$ cat config.mk
export PLATFORM = sky130hd
export DESIGN_NAME = ttb_ram
export DESIGN_NICKNAME = d
export VERILOG_FILES = /design/src/rtl/ttb_ram.sv
export SDC_FILE = /design/constraint.sdc
export NUM_CORES = 1
export LEC_CHECK = 0
export BUFFER_PORTS_ARGS = -buffer_cell sky130_fd_sc_hd__buf_2
export CAP_MARGIN = 30
export CORE_MARGIN = 3
export CORE_UTILIZATION = 25
export DETAILED_ROUTE_END_ITERATION = 6
export PLACE_DENSITY = 0.36
export SKIP_LAST_GASP = 1
export SYNTH_ARGS = -nofsm -noshare
export SYNTH_HDL_FRONTEND = slang
export SYNTH_SLANG_ARGS = --single-unit
$ cat constraint.sdc
create_clock -name clk -period 1.83 [get_ports clk]
set_input_delay 0.183 -clock clk [delete_from_list [all_inputs] [get_ports clk]]
set_output_delay 0.183 -clock clk [all_outputs]
set_load 0.1 [all_outputs]
$ cat src/rtl/ttb_ram.sv
`timescale 1ns / 1ps
`default_nettype none
// ----------------------------------------------------------------------------
// ttb_ram
// Generic simple dual-port RAM, one write and one registered read per cycle.
// ----------------------------------------------------------------------------
module ttb_ram #(
	parameter int WIDTH = 8,
	parameter int DEPTH = 16
) (
	input  wire logic                                    clk,
	input  wire logic                                    we,
	input  wire logic [((DEPTH > 1) ? $clog2(DEPTH) : 1)-1:0] waddr,
	input  wire logic [WIDTH-1:0]                        wdata,
	input  wire logic [((DEPTH > 1) ? $clog2(DEPTH) : 1)-1:0] raddr,
	output logic      [WIDTH-1:0]                        rdata
);

	logic [WIDTH-1:0] mem [DEPTH];

	always_ff @(posedge clk) begin
		if (we) begin
			mem[waddr] <= wdata;
		end
		rdata <= mem[raddr];
	end

endmodule
`default_nettype wire

==> reports/qor.yml <==
outcome: "finished, final reports clean"
hold_buffers: 0
synth_top_family_by_area: "multiplexers"
crit_path_max_fanout: 1
max_freq_mhz: 687
cp_cell_sequence: "buf_2"
leakagePower_uw: 0.00210
synthMuxAreaShare: 0.150
reg2reg_slack_ns: 0.49
grt_pass1_vias: 2587
portBuffers: 25
wl_per_cell_um: 21.1
hold_slack_ns: 0.164
mostFrequentLayoutCells: "edfxtp_1 (128), buf_2 (25), buf_4 (21)"
async_reset_ff_frac: 0
dp_hpwl_um: 7730
layout.cells.most_common: "edfxtp_1"
hold_path.class: "input pin to register"
htreeDepth: 4
drt_iter0_drc: 150
num_antenna_cells: 0
min_from: "wdata[6]"
yosysTopAreaCell: "edfxtp_1"
dp.cells: 533
grt_antenna_before_repair: 2
clockBufferDepth: 2
drive_gt1_frac: 0.323
yosys_warnings: 0
min_to: "mem[6][6]"
timing.rr.start: "mem[1][3]"
drc: 0
setup_ws_ns: 0.374
drt_wl_total_um: 11900
antenna_left: 0
dr.pass1.iters: 4
drv_cap: 0
crit_buf_inv: 1
vias: 2449
pre_cts_ws_ns: 0.185
ff2ff_path_depth: 3
cts.reportedPaths.clkPinSlew_ns: 0.06
syn_area_per_cell_sq_um: 22.5
r2r-end: "rdata[3]"
cts_root_buffer: "clkbuf_16"
worstSetupPathType: "register to primary output"
clock_sinks: 136
row_count: 51
pin_count: 26
p_per_area_mw_per_mm2: 1140
core_sq_mm: 0.0198
tns_ns: 0
fin_crit_ns: 1.46
synth_cell_types: 19
grt_overflow: 0
relSlewSlack: 0.395
worstPathRequired_ns: 1.65
rsz0062_at_grt: "no"
grt_max_degree: 24
vias_per_cell: 4.33
synthXorXnorAreaFrac: 0
synth_compound_area_frac: 0.0233
synth_top_area_frac: 0.747
finalSetupViolCount: 0
globalplace.congestion: 0.667
holdPathStages: 1
post-route-period-util: 0.796
syn_area_sq_mm: 0.00515
fp.dieW_um: 149
initial_utilization: 0.259
synth_area_leaders: "edfxtp_1 (75%), mux4_2 (7.9%), mux4_1 (7.1%)"
synth_cells: 229
cts_tree: "done"
die_h_um: 149
syn-num-nets: 247
slowest_delay_ns: 0.46
cp_slowest_cell: "buf_2"
worstMarginPinSlew_ns: 0.906
die_area_sq_mm: 0.0223
critPathArrivalTime_ns: 1.27
clock_latency_ns: 0.41
cts_setup_buffers: 0
post_cts_resized: 0
ys_ff_latch: 136
synth_edf_count: 128
ir_drop_mv: 0.523
synthToLayoutAreaGrowth_pct: 22.4
synth_ff_type: "edfxtp_1"
grt_usage: 0.114
final-hold-violation-count: 0
cts_made_buffers: 17
total_power_uw: 7210
cp_top_family: "buffers and inverters"
cp-start-kind: "register"
worstSetupEndpointType: "primary output"
instances_no_fill: 565
synthAdderAreaFrac: 0
grt_pass1_wl_um: 17500
ys_seq_area_frac: 0.778
slew_viol_final: 0
yosys.area_share.simple: 0.0318
fin_skew_ns: 0.00507
final_nets: 305
-- cells in the mapped netlist (2+ instances only) --
master / n
buf_2: 3
dfxtp_1: 8
clkdlybuf4s25_2: 3
mux4_1: 14
edfxtp_1: 128
mux4_2: 18
nand2b_1: 2
a22oi_1: 16
nor2_1: 13
nand2_1: 9
buf_6: 3
nand3b_1: 2
nor3_1: 4
-- metrics by stage --
step | cell area [sq um] | utilization
2_1_floorplan | 5150 | -
6_report | 6300 | 0.317
4_1_cts | 6300 | 0.317
3_5_place_dp | 5740 | 0.289
3_3_place_gp | 5740 | 0.289
5_1_grt | 6300 | 0.317
-- logic make-up after synthesis --
logic type	after synthesis
mux	32
compound gates	16
buf+inv	10
flops	136
simple gates	35
-- report_power, final --
group          switching, uW  leakage [uW]  internal (uW)
Sequential              24.7       0.00122           3480
Clock                   1240      0.000263           1980
Combinational            338      0.000611            146
-- how the worst max path moves through the flow --
| stage | startpoint | to | cells past startpoint |
|---|---|---|---|
| final | rdata[0] | rdata[0] | 1 |
| after detailed placement | raddr[0] | rdata[1] | 5 |
| after floorplan | waddr[2] | mem[0][0] | 2 |
| after global routing | rdata[0] | rdata[0] | 1 |
| after CTS | rdata[0] | rdata[0] | 1 |
| after global placement | raddr[0] | rdata[7] | 5 |
-- layer usage --
layer,vias to the layer above,share of wire,track usage
li1,1088,-,-
met1,1310,0.50,0.162
met2,39,0.46,0.165
met3,10,0.035,0.0379
met4,2,0.010,0.0343
met5,-,0.00059,0
-- flip-flops by register name, indices dropped and copies added, names as in the netlist --
name / flops
mem: 128
rdata: 8
-- layout make-up --
cell class,instances,area [sq um]
clock buffer,18,429
timing repair buffer,49,343
fill,1885,13500
sequential,136,4000
tap,265,332
multi-input combinational,83,1060
clock inverter,14,134
Note: power is estimated with default switching activity, not from simulation.
