===== src/rtl/ttb_pkg.sv =====
`timescale 1ns / 1ps
`default_nettype none
// ----------------------------------------------------------------------------
// ttb_pkg
// Shared constants, entry layout and control structs of the bucketed
// transposition table.
// ----------------------------------------------------------------------------
package ttb_pkg;

	localparam int INDEX_BITS  = 16;
	localparam int BUCKET_WAYS = 4;
	localparam int MATE_BOUND  = 31000;

	localparam int BUCKET_COUNT = 1 << INDEX_BITS;
	localparam int WAY_W        = (BUCKET_WAYS > 1) ? $clog2(BUCKET_WAYS) : 1;

	localparam logic [5:0] AGE_MASK   = 6'h3F;
	localparam logic [1:0] KIND_MASK  = 2'h3;
	localparam int         AGE_WEIGHT = 4;
	localparam int         AGE_SHIFT  = 2;

	// operation codes
	localparam logic [1:0] MODE_PROBE = 2'd0;
	localparam logic [1:0] MODE_STORE = 2'd1;
	localparam logic [1:0] MODE_CLEAR = 2'd2;

	// bound kinds
	localparam logic [1:0] KIND_EXACT = 2'd1;
	localparam logic [1:0] KIND_LOWER = 2'd2;
	localparam logic [1:0] KIND_UPPER = 2'd3;

	// configuration port
	localparam int         CFG_ADDR_W     = 3;
	localparam logic [0:0] REG_SEARCH_AGE = 1'b0;

	localparam logic signed [16:0] MATE17 = 17'(MATE_BOUND);
	localparam logic signed [16:0] SAT_HI = 17'sd32767;
	localparam logic signed [16:0] SAT_LO = -17'sd32768;

	typedef struct packed {
		logic        valid;
		logic [31:0] key;
		logic [15:0] score;
		logic [15:0] move;
		logic [7:0]  depth;
		logic [1:0]  kind;
		logic [5:0]  age;
	} entry_t;

	typedef entry_t [BUCKET_WAYS-1:0] bucket_t;

	typedef struct packed {
		logic [1:0]            mode;
		logic [31:0]           key;
		logic [INDEX_BITS-1:0] index;
		logic [7:0]            depth;
		logic [15:0]           window_low;
		logic [15:0]           window_high;
		logic [15:0]           score;
		logic [1:0]            kind;
		logic [15:0]           move;
		logic [7:0]            ply;
	} item_t;

	typedef struct packed {
		logic        usable;
		logic [15:0] score;
		logic [15:0] move;
	} probe_res_t;

	typedef struct packed {
		logic             en;
		logic [WAY_W-1:0] way;
		entry_t           entry;
	} store_dec_t;

endpackage
`default_nettype wire


===== src/rtl/ttb_cfg.sv =====
`timescale 1ns / 1ps
`default_nettype none
// ----------------------------------------------------------------------------
// ttb_cfg
// APB register block holding the search generation.
// ----------------------------------------------------------------------------
module ttb_cfg (
	input  wire logic                            clk,
	input  wire logic                            arst_n,
	input  wire logic                            psel,
	input  wire logic                            penable,
	input  wire logic                            pwrite,
	input  wire logic [ttb_pkg::CFG_ADDR_W-1:0]  paddr,
	input  wire logic [31:0]                     pwdata,
	output logic      [31:0]                     prdata,
	output logic                                 pready,
	input  wire logic                            age_clr,
	output logic      [5:0]                      search_age
);
	import ttb_pkg::*;

	logic [5:0] age_q;
	logic       wr_en;

	assign pready = 1'b1;
	assign wr_en  = psel && penable && pwrite && pready;

	always_ff @(posedge clk or negedge arst_n) begin
		if (!arst_n) begin
			age_q <= '0;
		end else if (age_clr) begin
			age_q <= '0;
		end else if (wr_en && (paddr[2] == REG_SEARCH_AGE)) begin
			age_q <= pwdata[5:0] & AGE_MASK;
		end
	end

	always_comb begin
		prdata = '0;
		if (paddr[2] == REG_SEARCH_AGE) begin
			prdata = {26'b0, age_q};
		end
	end

	assign search_age = age_q;

endmodule
`default_nettype wire


===== config.mk =====
export PLATFORM = sky130hd
export DESIGN_NAME = ttb_cfg
export DESIGN_NICKNAME = d
export VERILOG_FILES = /design/src/rtl/ttb_pkg.sv /design/src/rtl/ttb_cfg.sv
export SDC_FILE = /design/constraint.sdc
export NUM_CORES = 1
export LEC_CHECK = 0
export ABC_CLOCK_PERIOD_IN_PS = 800
export BUFFER_PORTS_ARGS = -buffer_cell sky130_fd_sc_hd__buf_2
export CORE_UTILIZATION = 31
export CTS_BUF_LIST = sky130_fd_sc_hd__clkbuf_2 sky130_fd_sc_hd__clkbuf_4 sky130_fd_sc_hd__clkbuf_8
export DETAILED_ROUTE_END_ITERATION = 10
export PLACE_DENSITY = 0.86
export SYNTH_ARGS = -nofsm -noshare
export SYNTH_HDL_FRONTEND = slang
export SYNTH_SLANG_ARGS = --single-unit

===== constraint.sdc =====
create_clock -name clk -period 0.8 [get_ports clk]
set_input_delay 0.24 -clock clk [delete_from_list [all_inputs] [get_ports clk]]
set_output_delay 0.24 -clock clk [all_outputs]
set_load 0.03 [all_outputs]

==> out/results.ini <==
[synth]
synth_area_um2=573
ys_seq_area_share_pct=26.2
syn_area_per_cell_um2=9.24
synthFlopType=dfrtp_1
post_synth_inst_count=62
synthArstFlopShare_pct=100
yosys.area.top_type_share_pct=35.4
synth_area_leaders=buf_4, dfrtp_1, nand2b_1
yosys_warnings=0
synth.largest_area_cell=buf_4
synth_common_cells=buf_4, nand2b_1, and2b_2, dfrtp_1, mux2i_1
synth_most_common_cell=buf_4
synth-seq-cells=6
ys_types=9
synth_edf_count=0

[sta]
hold_slack_ps=245
clock_skew_ps=0
setup_tns_ps=-4610
fin_ws_ps=-428
period_minus_slack_ps=1230
hold_violations=0
slew_violations=0
period_share_pct=154
fmax_ghz=0.814
final-setup-viol-count=15
rsz0062_at_grt=true

[placement]
post-place-ws_ps=-325
dp.cells=114
gp_congestion=0.664
hpwl_um=880
io_buffer_count=24
dpl_cell_area_um2=661

[layout]
drive_gt1_share_pct=53.1
utilization_pct=49.4
largest_reg_flops=6
design_area_um2=853
finalNonFillerCells=121
fin_nets=139
areaGrowthSynthToFinish_pct=48.9
num_antenna_cells=0

[critical_path]
cp.required_ps=560
arrival_ps=990
worstSetupPathType=flop to output pin
crit_path_start_kind=flop
crit_slowest_cell=dfrtp_2
worst_r2r_path_depth=4
worst_setup_path_end_kind=output pin
rrSetupSlack_ps=-70
rr_startpoint=search_age[4]
r2r_end=search_age[4]
path_max_fanout=2
path_cells=and2b_2, buf_6
worst-path-buf-inv=1
cp_top_family=flip-flops
cp_slowest_stage_delay_ps=400

[min_path]
min_to=search_age[5]
min-delay-start=pwdata[5]
hp-class=input pin to flop
hold_depth=3

[clocking]
clk_latency_ps=240
h-tree-depth=1
clock-sinks=6
clockRootBuffer=clkbuf_4
cts_buffers=3
cts_tree=built
clk_pin_slew_ps=50
cts_max_path_buffers=2

[outcome]
violations=negative setup slack
outcome=finished, violations left

[power_and_ir_drop]
power_frac_seq_pct=34.5
switchingPower_uw=342
pwr-share-clk_pct=29.7
p_int_uw=576
powerDensity_nw_per_um2=1080
total_power_uw=918
p_leak_nw=0.454
irDropWorstVdd_mv=0.436
swShare_pct=37.2
pwr-share-comb_pct=35.9

[route]
drt-initial-drc-count=1
dr.pass1.iters=2
drtAntennaViolNets=0
wire_per_inst_um=9.79
via_per_inst=3.59
detail_route.drc_violations=0
routed_wl_mm=1.18
vias=434

[floorplan]
io-pin-count=80
core_um2=1730
rows=15
initial_core_util_pct=33.2
die_x_um=45.0
die_h_um=45.0
die_area_um2=2020

[global_route]
track_usage_pct=12.4
overflow=0
grt_max_degree=13
antenna_found_initial=0
grt_pass1_wl_mm=1.64
grt_pass1_vias=391

[job]
drv_cap=0

## power by group through the flow
stage | registers, mW | logic [mW] | clock network (mW)
2_1_floorplan | 0.334 | 0.315 | 0
3_3_place_gp | 0.319 | 0.283 | 0
3_5_place_dp | 0.320 | 0.286 | 0
4_1_cts | 0.316 | 0.318 | 0.296
5_1_grt | 0.317 | 0.350 | 0.305
6_report | 0.317 | 0.329 | 0.272
## cell type report
cell class | instances | area [µm²]
Clock buffer | 3 | 22.5
Fill cell | 171 | 873
Multi-Input combinational cell | 52 | 314
Sequential cell | 6 | 158
Tap cell | 25 | 31.3
Timing Repair Buffer | 35 | 328
## worst max-delay path by stage
| stage | start | endpoint | slack (ps) | cells after the start |
|---|---|---|---|---|
| floorplan | search_age[0] | prdata[0] | -180 | 1 |
| global placement | paddr[2] | search_age[5] | -220 | 4 |
| detailed placement | paddr[2] | search_age[4] | -330 | 4 |
| CTS | search_age[2] | prdata[2] | -440 | 2 |
| global route | search_age[5] | prdata[5] | -460 | 2 |
| finish | search_age[2] | prdata[2] | -430 | 2 |
## cells in the final DEF (no fill, tap or decap)
cell type,netlist,layout
clkbuf_4,0,3
buf_2,0,11
mux2i_1,6,6
buf_6,1,22
dlygate4sd3_1,0,1
nand2b_1,12,10
and2b_2,6,6
and4b_1,1,1
conb_1,2,27
dfrtp_2,0,6
nand2b_4,0,2
buf_8,0,1
## worst register-to-register path, delay by kind of cell, from the launching register on
family,cells,cell delay [ps]
buffers and inverters,2,230
flip-flops,1,400
multiplexers,1,70
AND/OR/NAND/NOR,1,50
## repair_timing
action / in CTS / in global routing
hold buffers: 1 / 0
setup buffers: 3 / 2
gates resized for setup: 34 / 7
endpoints found under the hold margin: 6 / 0
setup endpoints to repair: 18 / 17
## layer usage
metal	vias up	routed length (µm)	track usage [%]
met2	29	680	22.9
met4	0	0	7.27
met1	200	404	11.4
met3	0	99	4.40
li1	205	-	-
met5	-	0	0
## cell families after synthesis
kind of cell	Yosys count	synth area share [%]
mux	6	10.5
flops	6	26.2
buf+inv	29	38.0
simple gates	19	24.0
other cells	2	1.31
(Power assumes the default switching activity.)
