--- config.mk ---
export PLATFORM = sky130hd
export DESIGN_NAME = ttb_bucket_eval
export DESIGN_NICKNAME = d
export VERILOG_FILES = /design/src/rtl/ttb_pkg.sv /design/src/rtl/ttb_bucket_eval.sv
export SDC_FILE = /design/constraint.sdc
export NUM_CORES = 1
export LEC_CHECK = 0
export ABC_AREA = 0
export BUFFER_PORTS_ARGS = -buffer_cell sky130_fd_sc_hd__buf_4
export CAP_MARGIN = 40
export CORE_AREA = 2 2 228 230
export DETAILED_ROUTE_END_ITERATION = 8
export DIE_AREA = 0 0 230 232
export PLACE_DENSITY_LB_ADDON = 0.12
export SETUP_SLACK_MARGIN = 0.15
export SYNTH_ARGS = -nofsm -noshare
export SYNTH_HDL_FRONTEND = slang
export SYNTH_SLANG_ARGS = --single-unit
--- constraint.sdc ---
create_clock -name vclk -period 20.1
set_clock_uncertainty 0.15 [all_clocks]
set_input_delay 2.01 -clock vclk [all_inputs]
set_output_delay 2.01 -clock vclk [all_outputs]
set_load 0.05 [all_outputs]
--- src/rtl/ttb_pkg.sv ---
`timescale 1ns / 1ps
`default_nettype none
// ----------------------------------------------------------------------------
// ttb_pkg
// Shared constants, entry layout and control structs of the bucketed
// transposition table.
// ----------------------------------------------------------------------------
package ttb_pkg;

	localparam int INDEX_BITS  = 16;
	localparam int BUCKET_WAYS = 4;
	localparam int MATE_BOUND  = 31000;

	localparam int BUCKET_COUNT = 1 << INDEX_BITS;
	localparam int WAY_W        = (BUCKET_WAYS > 1) ? $clog2(BUCKET_WAYS) : 1;

	localparam logic [5:0] AGE_MASK   = 6'h3F;
	localparam logic [1:0] KIND_MASK  = 2'h3;
	localparam int         AGE_WEIGHT = 4;
	localparam int         AGE_SHIFT  = 2;

	// operation codes
	localparam logic [1:0] MODE_PROBE = 2'd0;
	localparam logic [1:0] MODE_STORE = 2'd1;
	localparam logic [1:0] MODE_CLEAR = 2'd2;

	// bound kinds
	localparam logic [1:0] KIND_EXACT = 2'd1;
	localparam logic [1:0] KIND_LOWER = 2'd2;
	localparam logic [1:0] KIND_UPPER = 2'd3;

	// configuration port
	localparam int         CFG_ADDR_W     = 3;
	localparam logic [0:0] REG_SEARCH_AGE = 1'b0;

	localparam logic signed [16:0] MATE17 = 17'(MATE_BOUND);
	localparam logic signed [16:0] SAT_HI = 17'sd32767;
	localparam logic signed [16:0] SAT_LO = -17'sd32768;

	typedef struct packed {
		logic        valid;
		logic [31:0] key;
		logic [15:0] score;
		logic [15:0] move;
		logic [7:0]  depth;
		logic [1:0]  kind;
		logic [5:0]  age;
	} entry_t;

	typedef entry_t [BUCKET_WAYS-1:0] bucket_t;

	typedef struct packed {
		logic [1:0]            mode;
		logic [31:0]           key;
		logic [INDEX_BITS-1:0] index;
		logic [7:0]            depth;
		logic [15:0]           window_low;
		logic [15:0]           window_high;
		logic [15:0]           score;
		logic [1:0]            kind;
		logic [15:0]           move;
		logic [7:0]            ply;
	} item_t;

	typedef struct packed {
		logic        usable;
		logic [15:0] score;
		logic [15:0] move;
	} probe_res_t;

	typedef struct packed {
		logic             en;
		logic [WAY_W-1:0] way;
		entry_t           entry;
	} store_dec_t;

endpackage
`default_nettype wire

--- src/rtl/ttb_bucket_eval.sv ---
`timescale 1ns / 1ps
`default_nettype none
// ----------------------------------------------------------------------------
// ttb_bucket_eval
// Compares all ways of one bucket at once: probe hit and cutoff test,
// store target choice and the new entry with its mate adjustment.
// ----------------------------------------------------------------------------
module ttb_bucket_eval (
	input  wire ttb_pkg::bucket_t    bucket,
	input  wire ttb_pkg::item_t      item,
	input  wire logic [5:0]          search_age,
	output ttb_pkg::probe_res_t      probe,
	output ttb_pkg::store_dec_t      store
);
	import ttb_pkg::*;

	logic              hit;
	entry_t            hit_e;
	logic signed [16:0] st;
	logic signed [16:0] ply17;
	logic signed [16:0] adj;
	logic signed [15:0] adj16;
	logic              ok;

	// probe
	always_comb begin
		hit   = 1'b0;
		hit_e = '0;
		for (int w = 0; w < BUCKET_WAYS; w++) begin
			if (!hit && bucket[w].valid && (bucket[w].key == item.key)) begin
				hit   = 1'b1;
				hit_e = bucket[w];
			end
		end

		st    = $signed({hit_e.score[15], hit_e.score});
		ply17 = $signed({9'b0, item.ply});
		if (st >= MATE17) begin
			adj = st - ply17;
		end else if (st <= -MATE17) begin
			adj = st + ply17;
		end else begin
			adj = st;
		end
		adj16 = adj[15:0];

		case (hit_e.kind)
			KIND_EXACT: ok = 1'b1;
			KIND_LOWER: ok = adj16 >= $signed(item.window_high);
			KIND_UPPER: ok = adj16 <= $signed(item.window_low);
			default:    ok = 1'b0;
		endcase

		probe.usable = hit && (hit_e.depth >= item.depth) && ok;
		probe.score  = probe.usable ? adj16 : 16'd0;
		probe.move   = hit ? hit_e.move : 16'd0;
	end

	// store target
	logic               done;
	logic signed [9:0]  best;
	logic signed [9:0]  rank;
	logic [5:0]         diff;
	logic signed [16:0] sin;
	logic signed [16:0] sadj;
	logic [15:0]        ssat;

	always_comb begin
		done      = 1'b0;
		store.en  = 1'b1;
		store.way = '0;
		best      = 10'sd511;
		rank      = '0;
		diff      = '0;
		for (int w = 0; w < BUCKET_WAYS; w++) begin
			if (!done) begin
				if (!bucket[w].valid) begin
					store.way = WAY_W'(w);
					done      = 1'b1;
				end else if (bucket[w].key == item.key) begin
					if ((item.depth >= bucket[w].depth) || (bucket[w].age != search_age)) begin
						store.way = WAY_W'(w);
					end else begin
						store.en = 1'b0;
					end
					done = 1'b1;
				end else begin
					diff = (search_age - bucket[w].age) & AGE_MASK;
					rank = $signed({2'b0, bucket[w].depth}) -
					       $signed({2'b0, diff, 2'b0});
					if (rank < best) begin
						best      = rank;
						store.way = WAY_W'(w);
					end
				end
			end
		end

		// mate distance towards the table, saturated to 16 bits
		sin = $signed({item.score[15], item.score});
		if (sin >= MATE17) begin
			sadj = sin + ply17;
		end else if (sin <= -MATE17) begin
			sadj = sin - ply17;
		end else begin
			sadj = sin;
		end
		if (sadj > SAT_HI) begin
			ssat = 16'h7FFF;
		end else if (sadj < SAT_LO) begin
			ssat = 16'h8000;
		end else begin
			ssat = sadj[15:0];
		end

		store.entry.valid = 1'b1;
		store.entry.key   = item.key;
		store.entry.score = ssat;
		store.entry.move  = item.move;
		store.entry.depth = item.depth;
		store.entry.kind  = item.kind & KIND_MASK;
		store.entry.age   = search_age & AGE_MASK;
	end

endmodule
`default_nettype wire

==> results.yml <==
floorplanning:
  fp.dieH_um: 232
  die_area_sq_um: 53360
  fp-row-count: 83
  io_pins: 579
  core-area_sq_um: 50890
  start_util_pct: 20.66
  die_width_um: 230
critical_path:
  criticalPathCategory: "input pin to output pin"
  cp_num_buf_inv: 6
  crit_path_end: "store[81]"
  crit_fanout: 8
  slowest_delay_ps: 580
  endpoint_kind: "output pin"
  cp.depth: 42
  cp.arrival_ps: 11090
  cp-start-kind: "input pin"
  slowest_stage: "nor2b_1"
  worstPathRequired_ps: 17940
  crit_start: "search_age[0]"
  cp_top_family: "compound AO/OA/AOI/OAI gates"
logic_synthesis:
  syn_inst: 1475
  synth.distinct_cells: 82
  synth_top_area_share_pct: 20.83
  syn_area_per_cell_sq_um: 7.128
  synth_area_sq_um: 10510
  ys_seq_area_share_pct: 0
  yosysWarnings: 0
  synth_largest_area_cell: "ha_1"
  synthTopCellsByArea: "ha_1, xnor2_1, a21oi_1"
  synth_fp_nets: 2124
routing:
  wl_mm: 52.40
  drtAntennaViolNets: 0
  firstDrtPassIters: 4
  wire_per_inst_um: 20.53
  first_iter_violations: 473
  dr_total_vias: 12090
  viasPerCell: 4.737
  drc: 0
power:
  intPower_uw: 191.6
  p_leak_uw: 0.007241
  p_per_area_nw_per_um2: 28.39
  switching_share_pct: 53.45
  p_clk_share_pct: 0
  pwr-share-seq_pct: 0
  combPwrFrac_pct: 100.0
  p_switching_uw: 219.9
  ir_worst_vdd_mv: 0.02464
global_route:
  gr-total-overflow: 0
  grt_max_degree: 77
  grt_pass1_vias: 12230
  grt_usage_pct: 18.41
  grt_pass1_wl_mm: 75.28
  antenna_found_initial: 8
sta:
  fin_crit_ps: 13250
  worst_pin_slew_ps: 891.8
  max_freq_mhz: 75.46
  setup_viol: 0
  fin_setup_tns_ps: 0
  slew_headroom_pct: 39.79
  grt_setup_unrepaired: "false"
  finalHoldViolations: 0
  finalCritPeriodShare_pct: 65.93
  finalMaxSlewViolations: 0
min_path:
  min_path_type: "input pin to output pin"
  holdPathStages: 0
layout:
  fill_cells: 5725
  syn_to_final_growth_pct: 37.87
  clkbuf_count: 0
  stdcell_area_sq_um: 14500
  nets: 2519
  drive_gt1_share_pct: 30.51
  nFlopsAndLatches: 0
  post-route-util_pct: 28.49
  regArea_sq_um: 0
placement:
  place_hpwl_mm: 45.88
  port_buffers: 524
  placed_area_sq_um: 14490
  globalplace.congestion: 0.8902
cts:
  cts_resized: 0
  cts_setup_buffers: 0
  holdBufCountCts: 0
status:
  status: "complete, no violations"
flow_run:
  cap_viol_max_count: 0
-- power groups by stage --
stage / combinational [uW] / clock, uW / sequential (uW)
floorplan: 275 / 0 / 0
global placement: 407 / 0 / 0
detailed placement: 411 / 0 / 0
CTS: 414 / 0 / 0
global route: 458 / 0.0000133 / 0
finish: 411 / 0.0000267 / 0
-- cell type report --
cell class         instances  area (sq um)  share of cell area [%]
diodes                     4         10.01                 0.06905
inverters                160         600.6                   4.143
multi-input cells       1174          9025                   62.26
well taps                680         850.8                   5.870
repair buffers           534          4009                   27.66
-- cells in the mapped netlist (7+ instances only) --
library cell	count
o21ai_0	46
nor4_1	9
xnor2_1	151
o22ai_1	12
nand2_1	95
a221o_1	18
buf_4	67
nor2b_1	22
nor2_1	61
a221oi_1	7
a21o_1	62
nand4_1	66
and2_1	12
o21bai_1	26
clkbuf_1	22
buf_2	37
nand3_1	53
a211o_1	7
inv_1	160
a21oi_1	121
fa_1	12
xor2_1	15
nor3_1	11
a22oi_1	7
nand2b_1	31
o21a_1	11
ha_1	175
and3_1	7
buf_6	10
-- layout by cell type (no fill, tap or decap), types with 6 or more instances in the layout --
cell type and n:
a211o_1 7, a211oi_1 6, a21o_1 62, a21oi_1 121, a221o_1 18, a221oi_1 7
a22oi_1 7, and2_1 12, buf_4 534, fa_1 12, ha_1 175, inv_1 160
nand2_1 95, nand2b_1 31, nand3_1 53, nand4_1 66, nor2_1 61, nor2b_1 22
nor3_1 11, nor4_1 9, o211ai_1 6, o21a_1 11, o21ai_0 46, o21bai_1 26
o22ai_1 12, o311ai_1 6, xnor2_1 151, xor2_1 15
-- worst min-delay path by stage --
stage | from | slack (ps) | end
after floorplan | search_age[0] | 4040 | store[0]
after global placement | item[18] | 3870 | store[26]
after detailed placement | item[18] | 3870 | store[26]
after CTS | item[18] | 3870 | store[26]
after global routing | item[19] | 3870 | store[27]
final | item[8] | 3870 | store[16]
-- stage by stage --
stage | cells | hold slack [ps] | total power [uW] | setup slack, ps
6_report | 2552 | 3870 | 411.5 | 6848
5_1_grt | 2550 | 3870 | 457.7 | 6126
4_1_cts | 2548 | 3870 | 413.8 | 6894
3_5_place_dp | 2548 | 3870 | 411.2 | 6937
3_3_place_gp | 2547 | 3870 | 407.4 | 6962
2_1_floorplan | 1475 | 4037 | 274.9 | 8040
-- cells by family after synthesis --
logic type,Yosys count,share of synthesized area [%]
and+or+nand+nor,410,21.34
muxes,9,0.9163
AOI/OAI and AO/OA,401,26.48
buffers and inverters,301,14.29
xor gates and xnor gates,166,13.83
other,1,0.03567
adders and majority gates,187,23.11
-- layer usage --
metal	track usage (%)	share of wire, %	up-vias
met5	0	0.11	-
met4	3.871	2.3	8
met3	3.008	6.1	65
met2	31.88	48	433
met1	23.92	44	5593
li1	-	-	5991
No activity file was read; power rests on OpenSTA's default activity.
